$ cat config.mk
export PLATFORM = sky130hd
export DESIGN_NAME = periodic_timer_slot_table_unit_flat
export DESIGN_NICKNAME = d
export VERILOG_FILES = /design/src/rtl/pts_pkg.sv /design/src/rtl/pts_if.sv /design/src/rtl/periodic_timer_slot_table_unit.sv /design/src/flat_wrapper.sv
export SDC_FILE = /design/constraint.sdc
export NUM_CORES = 1
export LEC_CHECK = 0
export BUFFER_PORTS_ARGS = -buffer_cell sky130_fd_sc_hd__buf_2
export CELL_PAD_IN_SITES_DETAIL_PLACEMENT = 0
export CELL_PAD_IN_SITES_GLOBAL_PLACEMENT = 1
export CORE_MARGIN = 1.5
export CORE_UTILIZATION = 47
export DETAILED_ROUTE_END_ITERATION = 6
export PLACE_DENSITY = 0.85
export SETUP_SLACK_MARGIN = 0.2
export SYNTH_ARGS = -nofsm -noshare
export SYNTH_HDL_FRONTEND = slang
export SYNTH_SLANG_ARGS = --single-unit
$ cat constraint.sdc
create_clock -name clk -period 9 [get_ports clk]
set_clock_uncertainty 0.2 [all_clocks]
set_input_delay 0.9 -clock clk [delete_from_list [all_inputs] [get_ports clk]]
set_output_delay 0.9 -clock clk [all_outputs]
set_load 0.02 [all_outputs]
$ cat src/rtl/pts_pkg.sv
package pts_pkg;

  // Field widths of the two channels
  localparam int unsigned OPCODE_W   = 2;
  localparam int unsigned PERIOD_W   = 32;
  localparam int unsigned SLOT_W     = 3;
  localparam int unsigned FIRED_W    = 8;

  typedef enum logic [OPCODE_W-1:0] {
    OP_TICK      = 2'd0,
    OP_SET       = 2'd1,
    OP_CLEAR     = 2'd2,
    OP_CLEAR_ALL = 2'd3
  } op_t;

endpackage

$ cat src/rtl/pts_if.sv
interface pts_in_if;
  logic                           valid;
  logic                           ready;
  logic [pts_pkg::OPCODE_W-1:0]   opcode;
  logic [pts_pkg::PERIOD_W-1:0]   period;
  logic [pts_pkg::SLOT_W-1:0]     slot;

  modport source (output valid, output opcode, output period, output slot, input ready);
  modport sink   (input valid, input opcode, input period, input slot, output ready);
endinterface

interface pts_out_if;
  logic                           valid;
  logic                           ready;
  logic [pts_pkg::SLOT_W-1:0]     assigned_slot;
  logic                           set_failed;
  logic [pts_pkg::FIRED_W-1:0]    fired_mask;

  modport source (output valid, output assigned_slot, output set_failed, output fired_mask,
                  input ready);
  modport sink   (input valid, input assigned_slot, input set_failed, input fired_mask,
                  output ready);
endinterface

$ cat src/rtl/periodic_timer_slot_table_unit.sv
// Channel   Dir  Payload                                      Beat taken when
// in_ch     in   opcode[1:0], period[31:0], slot[2:0]         valid && ready
// out_ch    out  assigned_slot[2:0], set_failed, fired_mask   valid && ready
//
// One result beat per input beat; one beat a cycle sustained while out_ch.ready
// stays high. Each beat lands in an input register; one pass of logic (a
// decrementer per slot, a priority encoder for the free slot) then updates the
// table and loads the result register.
// Reset (rst_n low, synchronous) frees every slot and empties both registers.
// A stalled result holds the pass; the input register still takes one beat.
module periodic_timer_slot_table_unit #(
  parameter int unsigned NUM_SLOTS   = 8,
  parameter int unsigned PERIOD_BITS = 32
) (
  input  logic      clk,
  input  logic      rst_n,
  pts_in_if.sink    in_ch,
  pts_out_if.source out_ch
);

  localparam int unsigned EXT_W = PERIOD_BITS + pts_pkg::PERIOD_W;

  // Input register
  logic                           in_vld_r;
  logic [pts_pkg::OPCODE_W-1:0]   in_op_r;
  logic [PERIOD_BITS-1:0]         in_period_r;
  logic [pts_pkg::SLOT_W-1:0]     in_slot_r;

  // Result register
  logic                           out_vld_r;
  logic [pts_pkg::SLOT_W-1:0]     out_slot_r;
  logic                           out_failed_r;
  logic [pts_pkg::FIRED_W-1:0]    out_fired_r;

  // Slot table
  logic [NUM_SLOTS-1:0]           active_r;
  logic [PERIOD_BITS-1:0]         reload_r    [NUM_SLOTS];
  logic [PERIOD_BITS-1:0]         remaining_r [NUM_SLOTS];

  logic [NUM_SLOTS-1:0]           active_nxt;
  logic [PERIOD_BITS-1:0]         reload_nxt    [NUM_SLOTS];
  logic [PERIOD_BITS-1:0]         remaining_nxt [NUM_SLOTS];
  logic [pts_pkg::SLOT_W-1:0]     out_slot_nxt;
  logic                           out_failed_nxt;
  logic [pts_pkg::FIRED_W-1:0]    out_fired_nxt;

  logic [NUM_SLOTS-1:0]           fired_all;
  logic [NUM_SLOTS+pts_pkg::FIRED_W-1:0] fired_ext;
  logic [PERIOD_BITS-1:0]         dec      [NUM_SLOTS];
  logic [EXT_W-1:0]               period_ext;
  logic                           found;
  logic                           advance;
  pts_pkg::op_t                   op;

  // The pass may run whenever the result register is free or being drained
  assign advance      = !out_vld_r || out_ch.ready;
  assign in_ch.ready  = !in_vld_r || advance;

  // Take the period modulo the counter width
  assign period_ext = {{PERIOD_BITS{1'b0}}, in_ch.period};

  assign op = pts_pkg::op_t'(in_op_r);

  always_comb begin
    active_nxt     = active_r;
    reload_nxt     = reload_r;
    remaining_nxt  = remaining_r;
    out_slot_nxt   = '0;
    out_failed_nxt = 1'b0;
    fired_all      = '0;
    found          = 1'b0;
    for (int i = 0; i < NUM_SLOTS; i++) begin
      dec[i] = remaining_r[i] - PERIOD_BITS'(1);
    end
    case (op)
      pts_pkg::OP_TICK: begin
        // Count down every running slot; on reaching zero flag it and reload
        for (int i = 0; i < NUM_SLOTS; i++) begin
          if (active_r[i]) begin
            if (dec[i] == '0) begin
              fired_all[i]     = 1'b1;
              remaining_nxt[i] = reload_r[i];
            end else begin
              remaining_nxt[i] = dec[i];
            end
          end
        end
      end
      pts_pkg::OP_SET: begin
        // Claim the lowest free slot
        out_failed_nxt = 1'b1;
        for (int i = 0; i < NUM_SLOTS; i++) begin
          if (!found && !active_r[i]) begin
            found            = 1'b1;
            active_nxt[i]    = 1'b1;
            reload_nxt[i]    = in_period_r;
            remaining_nxt[i] = in_period_r;
            out_slot_nxt     = pts_pkg::SLOT_W'(i);
            out_failed_nxt   = 1'b0;
          end
        end
      end
      pts_pkg::OP_CLEAR: begin
        // An index beyond the table matches no slot and is dropped
        for (int i = 0; i < NUM_SLOTS; i++) begin
          if (32'(in_slot_r) == i) begin
            active_nxt[i] = 1'b0;
          end
        end
      end
      pts_pkg::OP_CLEAR_ALL: begin
        active_nxt = '0;
      end
      default: begin
        active_nxt = active_r;
      end
    endcase
    fired_ext     = {{pts_pkg::FIRED_W{1'b0}}, fired_all};
    out_fired_nxt = fired_ext[pts_pkg::FIRED_W-1:0];
  end

  // Control state
  always_ff @(posedge clk) begin
    if (!rst_n) begin
      in_vld_r  <= 1'b0;
      out_vld_r <= 1'b0;
      active_r  <= '0;
    end else begin
      if (in_ch.ready) begin
        in_vld_r <= in_ch.valid;
      end
      if (advance) begin
        out_vld_r <= in_vld_r;
        if (in_vld_r) begin
          active_r <= active_nxt;
        end
      end
    end
  end

  // Payload and table contents
  always_ff @(posedge clk) begin
    if (in_ch.ready && in_ch.valid) begin
      in_op_r     <= in_ch.opcode;
      in_period_r <= period_ext[PERIOD_BITS-1:0];
      in_slot_r   <= in_ch.slot;
    end
    if (advance && in_vld_r) begin
      reload_r     <= reload_nxt;
      remaining_r  <= remaining_nxt;
      out_slot_r   <= out_slot_nxt;
      out_failed_r <= out_failed_nxt;
      out_fired_r  <= out_fired_nxt;
    end
  end

  assign out_ch.valid         = out_vld_r;
  assign out_ch.assigned_slot = out_slot_r;
  assign out_ch.set_failed    = out_failed_r;
  assign out_ch.fired_mask    = out_fired_r;

  // A clear-all leaves no slot running
  a_clear_all_frees: assert property (@(posedge clk) disable iff (!rst_n)
    (advance && in_vld_r && in_op_r == pts_pkg::OP_CLEAR_ALL) |=> (active_r == '0))
    else $error("slot still active after clear-all");

  // A set fails only when every slot is taken
  a_set_fail_full: assert property (@(posedge clk) disable iff (!rst_n)
    (advance && in_vld_r && in_op_r == pts_pkg::OP_SET && active_r != '1)
      |=> (!out_failed_r && active_r != $past(active_r)))
    else $error("set failed with a free slot");

  // Only a tick result carries fired bits
  a_fired_only_tick: assert property (@(posedge clk) disable iff (!rst_n)
    (advance && in_vld_r && in_op_r != pts_pkg::OP_TICK) |=> (out_fired_r == '0))
    else $error("fired mask on a non-tick result");

endmodule

$ cat src/flat_wrapper.sv
// flat-port wrapper written by rule: the top's interface ports become plain ports
module periodic_timer_slot_table_unit_flat 
#(
  parameter int unsigned NUM_SLOTS   = 8,
  parameter int unsigned PERIOD_BITS = 32
)
  (clk, rst_n, in_ch_valid, in_ch_opcode, in_ch_period, in_ch_slot, in_ch_ready, out_ch_valid, out_ch_assigned_slot, out_ch_set_failed, out_ch_fired_mask, out_ch_ready);
  pts_in_if in_ch_i ();
  pts_out_if out_ch_i ();
  input  logic clk;
  input  logic rst_n;
  input wire logic [$bits(in_ch_i.valid)-1:0] in_ch_valid;
  input wire logic [$bits(in_ch_i.opcode)-1:0] in_ch_opcode;
  input wire logic [$bits(in_ch_i.period)-1:0] in_ch_period;
  input wire logic [$bits(in_ch_i.slot)-1:0] in_ch_slot;
  output wire logic [$bits(in_ch_i.ready)-1:0] in_ch_ready;
  output wire logic [$bits(out_ch_i.valid)-1:0] out_ch_valid;
  output wire logic [$bits(out_ch_i.assigned_slot)-1:0] out_ch_assigned_slot;
  output wire logic [$bits(out_ch_i.set_failed)-1:0] out_ch_set_failed;
  output wire logic [$bits(out_ch_i.fired_mask)-1:0] out_ch_fired_mask;
  input wire logic [$bits(out_ch_i.ready)-1:0] out_ch_ready;
  assign in_ch_i.valid = in_ch_valid;
  assign in_ch_i.opcode = in_ch_opcode;
  assign in_ch_i.period = in_ch_period;
  assign in_ch_i.slot = in_ch_slot;
  assign in_ch_ready = in_ch_i.ready;
  assign out_ch_valid = out_ch_i.valid;
  assign out_ch_assigned_slot = out_ch_i.assigned_slot;
  assign out_ch_set_failed = out_ch_i.set_failed;
  assign out_ch_fired_mask = out_ch_i.fired_mask;
  assign out_ch_i.ready = out_ch_ready;
  periodic_timer_slot_table_unit #(.NUM_SLOTS(NUM_SLOTS), .PERIOD_BITS(PERIOD_BITS)) u_core (.clk(clk), .rst_n(rst_n), .in_ch(in_ch_i), .out_ch(out_ch_i));
endmodule
# Yosys cells after proc, flatten, opt, wreduce, memory -nomap -nowiden
# Index checks and enable logic that the tools add are counted.
word_totals:
  regBits: 571
  input_bits: 41
  output_inout_bits: 14
  elab_cells: 226
classes:
  n_addsub: 8
  eq_ne: 34
  muxes: 71
  n_bitwise: 2
  n_reduce_logical: 72
op_table:
  columns: ["op", "n"]
  rows:
  - ["32-bit two-way mux", 24]
  - ["256-bit case mux with 2 select lines", 1]
  - ["32-bit zero test", 8]
  - ["32-bit by 1-bit subtractor with 32-bit output (second input constant)", 8]
  - ["2-bit by 1-bit != test with 1-bit output (second input constant)", 23]
  - ["1-bit two-way mux", 39]
  - ["4-bit AND reduction", 9]
  - ["5-bit AND reduction", 7]
  - ["8-bit case mux with 3 select lines", 1]
  - ["3-bit AND reduction", 8]
  - ["1-bit zero test", 16]
  - ["2-bit AND reduction", 8]
  - ["3-bit equality test (second input constant)", 4]
  - ["3-bit two-way mux", 4]
  - ["1-bit logical AND", 9]
  - ["8-bit OR reduction", 1]
  - ["3-bit by 2-bit equality test with 1-bit output (second input constant)", 2]
  - ["2-bit equality test (second input constant)", 2]
  - ["2-bit two-way mux", 2]
  - ["3-bit by 1-bit equality test with 1-bit output (second input constant)", 1]
  - ["3-bit zero test", 1]
  - ["3-bit nonzero test", 1]
  - ["2-bit by 1-bit equality test with 1-bit output (second input constant)", 1]
  - ["2-bit zero test", 1]
  - ["other kinds (4)", 6]

# Depth between registers and ports, before layout
# Gate-level depths: netlist of run 1.
logic_depth:
  word_depth: 30
  ltp_mapped: 14

# Worst setup path after synthesis of run 1
# Ideal clock, no wire load.
synth_path:
  kind: "in2reg"
  startpoint: "input port out_ch_ready"
  endpoint: "register u_core.reload_r[100] (netlist bit), enable pin"
  t_arrival_ns: 3.662
  t_required_ns: 8.337
  slack_ns: 4.675
  cell_stages: 5
  path_buffers: 0
  path_cell_list: "nor2b_1 > nand2b_1 > nor2_1 > nand2_1 > nor3_1"
synth_via:
  elab_chain_cells: 3
synth_rtl:
  columns: ["item", "line", "source"]
  rows:
  - ["start: declaration", "flat_wrapper.sv:21", "input wire logic [$bits(out_ch_i.ready)-1:0] out_ch_ready;"]
  - ["1-bit logical OR", "periodic_timer_slot_table_unit.sv:56", "assign advance = !out_vld_r || out_ch.ready;"]
  - ["1-bit logical AND", "periodic_timer_slot_table_unit.sv:148", "if (advance && in_vld_r) begin"]
  - ["3-bit AND reduction (no source line)", null, null]
  - ["end signal: assignment", "periodic_timer_slot_table_unit.sv:149", "reload_r <= reload_nxt;"]
  - ["end: declaration", "periodic_timer_slot_table_unit.sv:37", "logic [PERIOD_BITS-1:0] reload_r [NUM_SLOTS];"]
# Every way passes these cells.
# A chain may end at the register's enable or synchronous reset.

==> results of run 1 <==
-- power by group --
part	total [µW]	switching (µW)	leakage [µW]	internal, µW
clock network	2500	1050	0.000946	1450
registers	2990	44.5	0.00516	2940
logic	213	165	0.00306	48.5
-- worst paths after layout --
| check | endpoint | slack, ps | cells past startpoint |
|---|---|---|---|
| worst max-delay path | u_core.remaining_r[155] | 4180 | 10 |
| worst min-delay path | u_core.in_period_r[6] | 220 | 1 |
| worst max register to register | u_core.remaining_r[155] | 4180 | 10 |
| worst min register to register | u_core.out_ch.valid | 330 | 1 |
-- cell families after synthesis --
group,count (synthesis),share of synthesized area
buf+inv,130,0.0224
mux,13,0.00474
compound gates,381,0.0905
simple gates,1005,0.189
flops,571,0.621
fa+ha+maj,16,0.00729
xor+xnor,205,0.0654
-- layout by cell type (no fill, tap or decap), types with 50 or more instances in the layout --
| cell | count |
|---|---|
| nand2_1 | 279 |
| a31oi_1 | 195 |
| nor3_1 | 94 |
| buf_4 | 50 |
| buf_2 | 54 |
| nand3_1 | 65 |
| nor2_1 | 176 |
| nor4_1 | 84 |
| edfxtp_1 | 561 |
| clkbuf_16 | 59 |
| a21oi_1 | 63 |
| xnor2_1 | 122 |
| xor2_1 | 83 |
| nand4_1 | 52 |
-- registers in the layout (all words and copies together) (netlist names) --
signal and flops:
u_core.active_r 8, u_core.out_ch.assigned_slot 3, u_core.remaining_r 256, u_core.out_ch.valid 1
u_core.in_slot_r 3, u_core.in_op_r 2, u_core.in_vld_r 1, u_core.reload_r 256
u_core.out_ch.set_failed 1, u_core.in_period_r 32, u_core.out_ch.fired_mask 8
-- stage by stage --
stage / area, µm² / setup WS (ps)
6_report: 30700 / 4180
5_1_grt: 30700 / 3860
4_1_cts: 30700 / 4260
3_5_place_dp: 28700 / 4280
3_3_place_gp: 28700 / 4530
2_1_floorplan: 27500 / 4680
-- worst max-delay path: stages (launching register included) --
cell	delay, ps
edfxtp_1	460
inv_1	90
ha_1	170
nor3b_2	510
nand4_1	470
nor4b_1	460
a41oi_1	110
a2111oi_2	600
and4_1	1120
nand2_1	180
a31oi_1	260
-- layer usage --
layer  routed length (µm)  part of all wire
met1                33300              0.38
met2                38900              0.44
met3                11200              0.13
met4                 5130             0.058
met5                    8          0.000090
-- final cells by class --
class | instances | area share
clock inverter | 37 | 0.0141
sequential | 571 | 0.555
antenna | 2 | 0.000163
clock buffer | 68 | 0.0492
inverter | 37 | 0.00452
multi-input combinational | 1620 | 0.324
timing repair buffer | 105 | 0.0217
tap | 765 | 0.0312
==> summary.md, run 1 <==
| Metric | Value |
|---|---|
| Synth top area cells | `edfxtp_1 (61%), a31oi_1 (4.4%), xnor2_1 (3.9%), nand2_1 (3.8%), nor2_1 (2.9%)` |
| CTS tree | `done` |
| Worst hold slack | `225 ps` |
| Top Ports | `55` |
| Status | `finished clean` |
| First-pass DRT Iterations | `6` |
| HP Start | `in_ch_period[6]` |
| Clock buffer depth | `3` |
| TritonCTS Buffers | `59` |
| Vias in the first global route | `19213` |
| Post-synth top area cell | `edfxtp_1` |
| Seq/Total Area, Yosys | `0.621` |
| Final Max Tran Viols | `0` |
| WS Path Type | `reg2reg` |
| DIE AREA | `59900 µm²` |
| Die Ht | `245 µm` |
| Final Hold Viols | `0` |
| Grt met1 use | `0.391` |
| Total track usage | `0.294` |
| Resized cells post-CTS | `0` |
| GRT overflow | `0` |
| GP Congestion | `0.945` |
| Post-route ant nets | `0` |
| Cells after Synth | `2321` |
| Ys async rst share | `0` |
| Final HPWL from detailed placement | `54200 µm` |
| Nature of the critical path endpoint | `flip-flop` |
| Layout Cells excl Fill | `3205` |
| PD cells | `186 nW/µm²` |
| Wirelength, routed | `88500 µm` |
| EDFF count, synth | `561` |
| Initial antenna violation count | `9` |
| Via density | `6.48` |
| Synth top cells by count | `edfxtp_1 (561), nand2_1 (280), nor2_1 (214)` |
| DRT iter0 DRCs | `2845` |
| Final Critical Period | `4820 ps` |
| Syn Area/Cell | `11.8 µm²` |
| Share of cells above drive strength 1 | `0.118` |
| M3 GR Usage | `0.0793` |
| Lkg Pwr | `0.00916 µW` |
| FILL cells | `4952` |
| Core area | `57700 µm²` |
| Remaining DRCs | `0` |
| Tot Pwr | `5700 µW` |
| Worst EP arrival | `5070 ps` |
| Fmax | `208 MHz` |
| Hold Path Class | `in2reg` |
| Syn-to-layout area delta | `11.8%` |
| Global-route wire length before repair | `128000 µm` |
| Share of the synthesized area in the top cell type | `0.613` |
| Register clock-pin slew on the reported worst setup and hold paths | `60 ps` |
| Post-CTS Setup Bufs | `0` |
| Site Rows | `88` |
| TNS Setup | `0 ps` |
| Crit. Startpoint | `u_core.remaining_r[128]` |
| H-tree depth | `2` |
| Placed insts | `3098` |
| # setup viols final | `0` |
| Via count | `20775` |
| Port bufs | `54` |
| R2R Path Start | `u_core.remaining_r[128]` |
| Hold buffers post-CTS | `0` |
| Synth warn | `0` |
| RSZ-0062 raised after global routing | `false` |
| Most frequent cell after synthesis | `edfxtp_1` |
| Largest net degree at the start of global routing | `123` |
| Post-Synthesis Cell Area | `27500 µm²` |
| Cell variety after synth | `76` |
| Reg area | `17000 µm²` |
| Worst EP required | `9260 ps` |
| Layout Nets | `2451` |
| Root Driver | `clkbuf_16` |
| Area of the multi-input gates | `9940 µm²` |
| Final core utilization | `0.532` |
| Max-cap violations | `0` |
| Die Span X | `245 µm` |
| Worst slew margin | `0.0912` |
| Max rail drop VDD | `0.197 mV` |
| GRT busiest layer | `met2` |
| Most used DFF post-synth | `edfxtp_1` |
| Startpoint types | `flip-flop` |
| CP Max Fanout | `33` |
| Synth Net Count | `2378` |
| Period utilization | `0.535` |
| Later-pin clock latency in the skew report | `650 ps` |
| Worst Tran Pin Value | `1360 ps` |
| Drt wl/cell | `27.6 µm` |
| Starting Density | `0.476` |
| Post-synthesis register bit count | `571` |
| M2 GR Usage | `0.441` |
| CTS sink cnt | `571` |
No activity file was read; power rests on OpenSTA's default activity.
==> inputs of run 2 (changes only) <==
- ABC_AREA: default -> 1
- PLACE_DENSITY: 0.85 -> 0.9
- clock period: 9 -> 4.5 ns (I/O delays scaled with it)
==> run 2 against run 1 <==
Global-route usage rose by 3.3 points. Wire length rose by 38%. Critical path depth rose by 2. Final cell count rose by 73%. Synthesized area rose by 24%. Sequential share of layout area fell by 11 points. Maximum frequency rose by 38%. Utilization rose by 0.055 points. Power rose by 110%.
==> summary.md, run 2 <==
| Metric | Value |
|---|---|
| Post-route ant nets | `0` |
| Final HPWL from detailed placement | `81900 µm` |
| Share of cells above drive strength 1 | `0.0771` |
| Commonest cells after routing, fill and taps aside | `nand2_1 (1512), inv_1 (617), nor2_1 (606)` |
| Layout Nets | `4591` |
| Post-synth top area cell | `edfxtp_1` |
| Total track usage | `0.327` |
| TritonCTS Buffers | `67` |
| Most used DFF post-synth | `edfxtp_1` |
| First-pass DRT Iterations | `6` |
| Status | `finished clean` |
| CP Max Fanout | `22` |
| EDFF count, synth | `561` |
| Port bufs | `54` |
| PD cells | `320 nW/µm²` |
| # setup viols final | `0` |
| Hold buffers post-CTS | `40` |
| TNS Setup | `0 ps` |
| Syn Area/Cell | `7.71 µm²` |
| Synth warn | `0` |
| WS Path Type | `reg2reg` |
| Worst slew margin | `0.112` |
| Share of the synthesized area in the top cell type | `0.496` |
| Syn-to-layout area delta | `12.0%` |
| Worst EP arrival | `3610 ps` |
| Die Ht | `272 µm` |
| CTS tree | `done` |
| FILL cells | `6809` |
| Ys async rst share | `0` |
| Site Rows | `98` |
| Via count | `31007` |
| Seq/Total Area, Yosys | `0.501` |
| Worst EP required | `4620 ps` |
| Initial antenna violation count | `12` |
| Post-synthesis register bit count | `571` |
| Register clock-pin slew on the reported worst setup and hold paths | `60 ps` |
| Startpoint types | `flip-flop` |
| Worst Tran Pin Value | `1330 ps` |
| RSZ-0062 raised after global routing | `false` |
| Hold Path Class | `in2reg` |
| Core area | `71500 µm²` |
| CTS sink cnt | `571` |
| Clock buffer depth | `3` |
| Layout Cells excl Fill | `5536` |
| Post-Synthesis Cell Area | `34000 µm²` |
| Cell variety after synth | `37` |
| Period utilization | `0.775` |
| Final Critical Period | `3490 ps` |
| Drt wl/cell | `22.1 µm` |
| H-tree depth | `3` |
| Via density | `5.60` |
| Fmax | `287 MHz` |
| Placed insts | `5375` |
| Largest net degree at the start of global routing | `143` |
| Global-route wire length before repair | `179000 µm` |
| Synth Net Count | `4467` |
| Post-CTS Setup Bufs | `0` |
| Lkg Pwr | `0.0165 µW` |
| Later-pin clock latency in the skew report | `620 ps` |
| Max rail drop VDD | `0.228 mV` |
| Die Span X | `272 µm` |
| Cells after Synth | `4410` |
| Synth top cells by count | `nand2_1 (1512), inv_1 (618), nor2_1 (618)` |
| Starting Density | `0.476` |
| Nature of the critical path endpoint | `flip-flop` |
| Synth top area cells | `edfxtp_1 (50%), nand2_1 (17%), inv_1 (6.8%), nor2_1 (6.8%), nand4_1 (5.9%)` |
| Top Ports | `55` |
| Fin area | `38100 µm²` |
| Largest regs | `u_core.reload_r (256), u_core.remaining_r (256), u_core.in_period_r (32)` |
| Max-cap violations | `0` |
| Root Driver | `clkbuf_16` |
| Tot Pwr | `12200 µW` |
| DIE AREA | `74000 µm²` |
| GP Congestion | `0.974` |
| Final Max Tran Viols | `0` |
| GRT overflow | `0` |
| Final Hold Viols | `0` |
| Vias in the first global route | `28439` |
| Resized cells post-CTS | `0` |
| Area after DPL | `35500 µm²` |
| DRT iter0 DRCs | `4284` |
| Commonest non-fill, non-tap cell in the layout | `nand2_1` |
| Most frequent cell after synthesis | `nand2_1` |
| Remaining DRCs | `0` |
| Wirelength, routed | `122000 µm` |
==> run 2: cell types whose count changed in the layout (fill, tap and decap cells not counted), sizes merged, moves of 35 or more <==
cell and change:
nor2 +469, xnor2 -111, nor3 -62, nand4 +268, dlygate4sd3 +40, xor2 -63, nand3 +253, o21ai +63
or3 -35, inv +591, a21oi -52, nand2 +1252, a31oi -194, nor4 -82
==> run 2: worst paths after layout <==
check,cells after the start,slack (ps),end,start
setup reg to reg,12,1010,u_core.remaining_r[156],u_core.remaining_r[128]
hold reg to reg,2,320,u_core.out_ch.valid,u_core.in_vld_r
setup / recovery,12,1010,u_core.remaining_r[156],u_core.remaining_r[128]
hold / removal,3,190,u_core.active_r[3],rst_n
==> run 2: area by class of cell <==
cell class                 count  area, µm²  share of cell area
sequential                   571      17000               0.448
clock inverter                39        394              0.0104
antenna                        6       15.0            0.000394
tap                          950       1190              0.0312
inverter                     625       2350              0.0618
timing repair buffer         177       1290              0.0340
multi-input combinational   3092      14100               0.369
clock buffer                  76       1720              0.0452
==> run 2: where the power goes <==
group / switching (µW) / internal, µW
sequential: 76.7 / 5950
combinational: 587 / 185
clock: 2290 / 3100
==> run 2: logic make-up after synthesis <==
logic type	count (synthesis)	synth area share
buffers and inverters	747	0.0896
AO/OA/AOI/OAI	111	0.0174
AND/OR/NAND/NOR	2934	0.378
flip-flops	571	0.501
XOR/XNOR	31	0.00799
adder cells (fa/ha/maj)	16	0.00589
==> run 2: through the flow <==
stage           util  hold slack [ps]  setup WS (ps)
3_5_place_dp   0.497              299           1120
2_1_floorplan      -              263           -258
6_report       0.533              194           1010
3_3_place_gp   0.497              287           1180
4_1_cts        0.532              134           1100
5_1_grt        0.532              172            754
==> run 2: critical path: stages, from the launching register on <==
cell and delay [ps]:
edfxtp_1 430, inv_1 140, ha_1 230, nand3_1 170, nor2_1 320, nand2_1 110, xor2_1 300, nand3_1 180
nor2_4 320, buf_4 320, nand4_1 220, nand3_1 150, nand2_1 90
==> run 2: routing by layer <==
metal,vias to the layer above,GRT usage,share of wire
li1,14657,-,-
met1,14287,0.448,0.40
met2,1732,0.488,0.43
met3,325,0.0698,0.11
met4,6,0.172,0.057
met5,-,0,0.00032
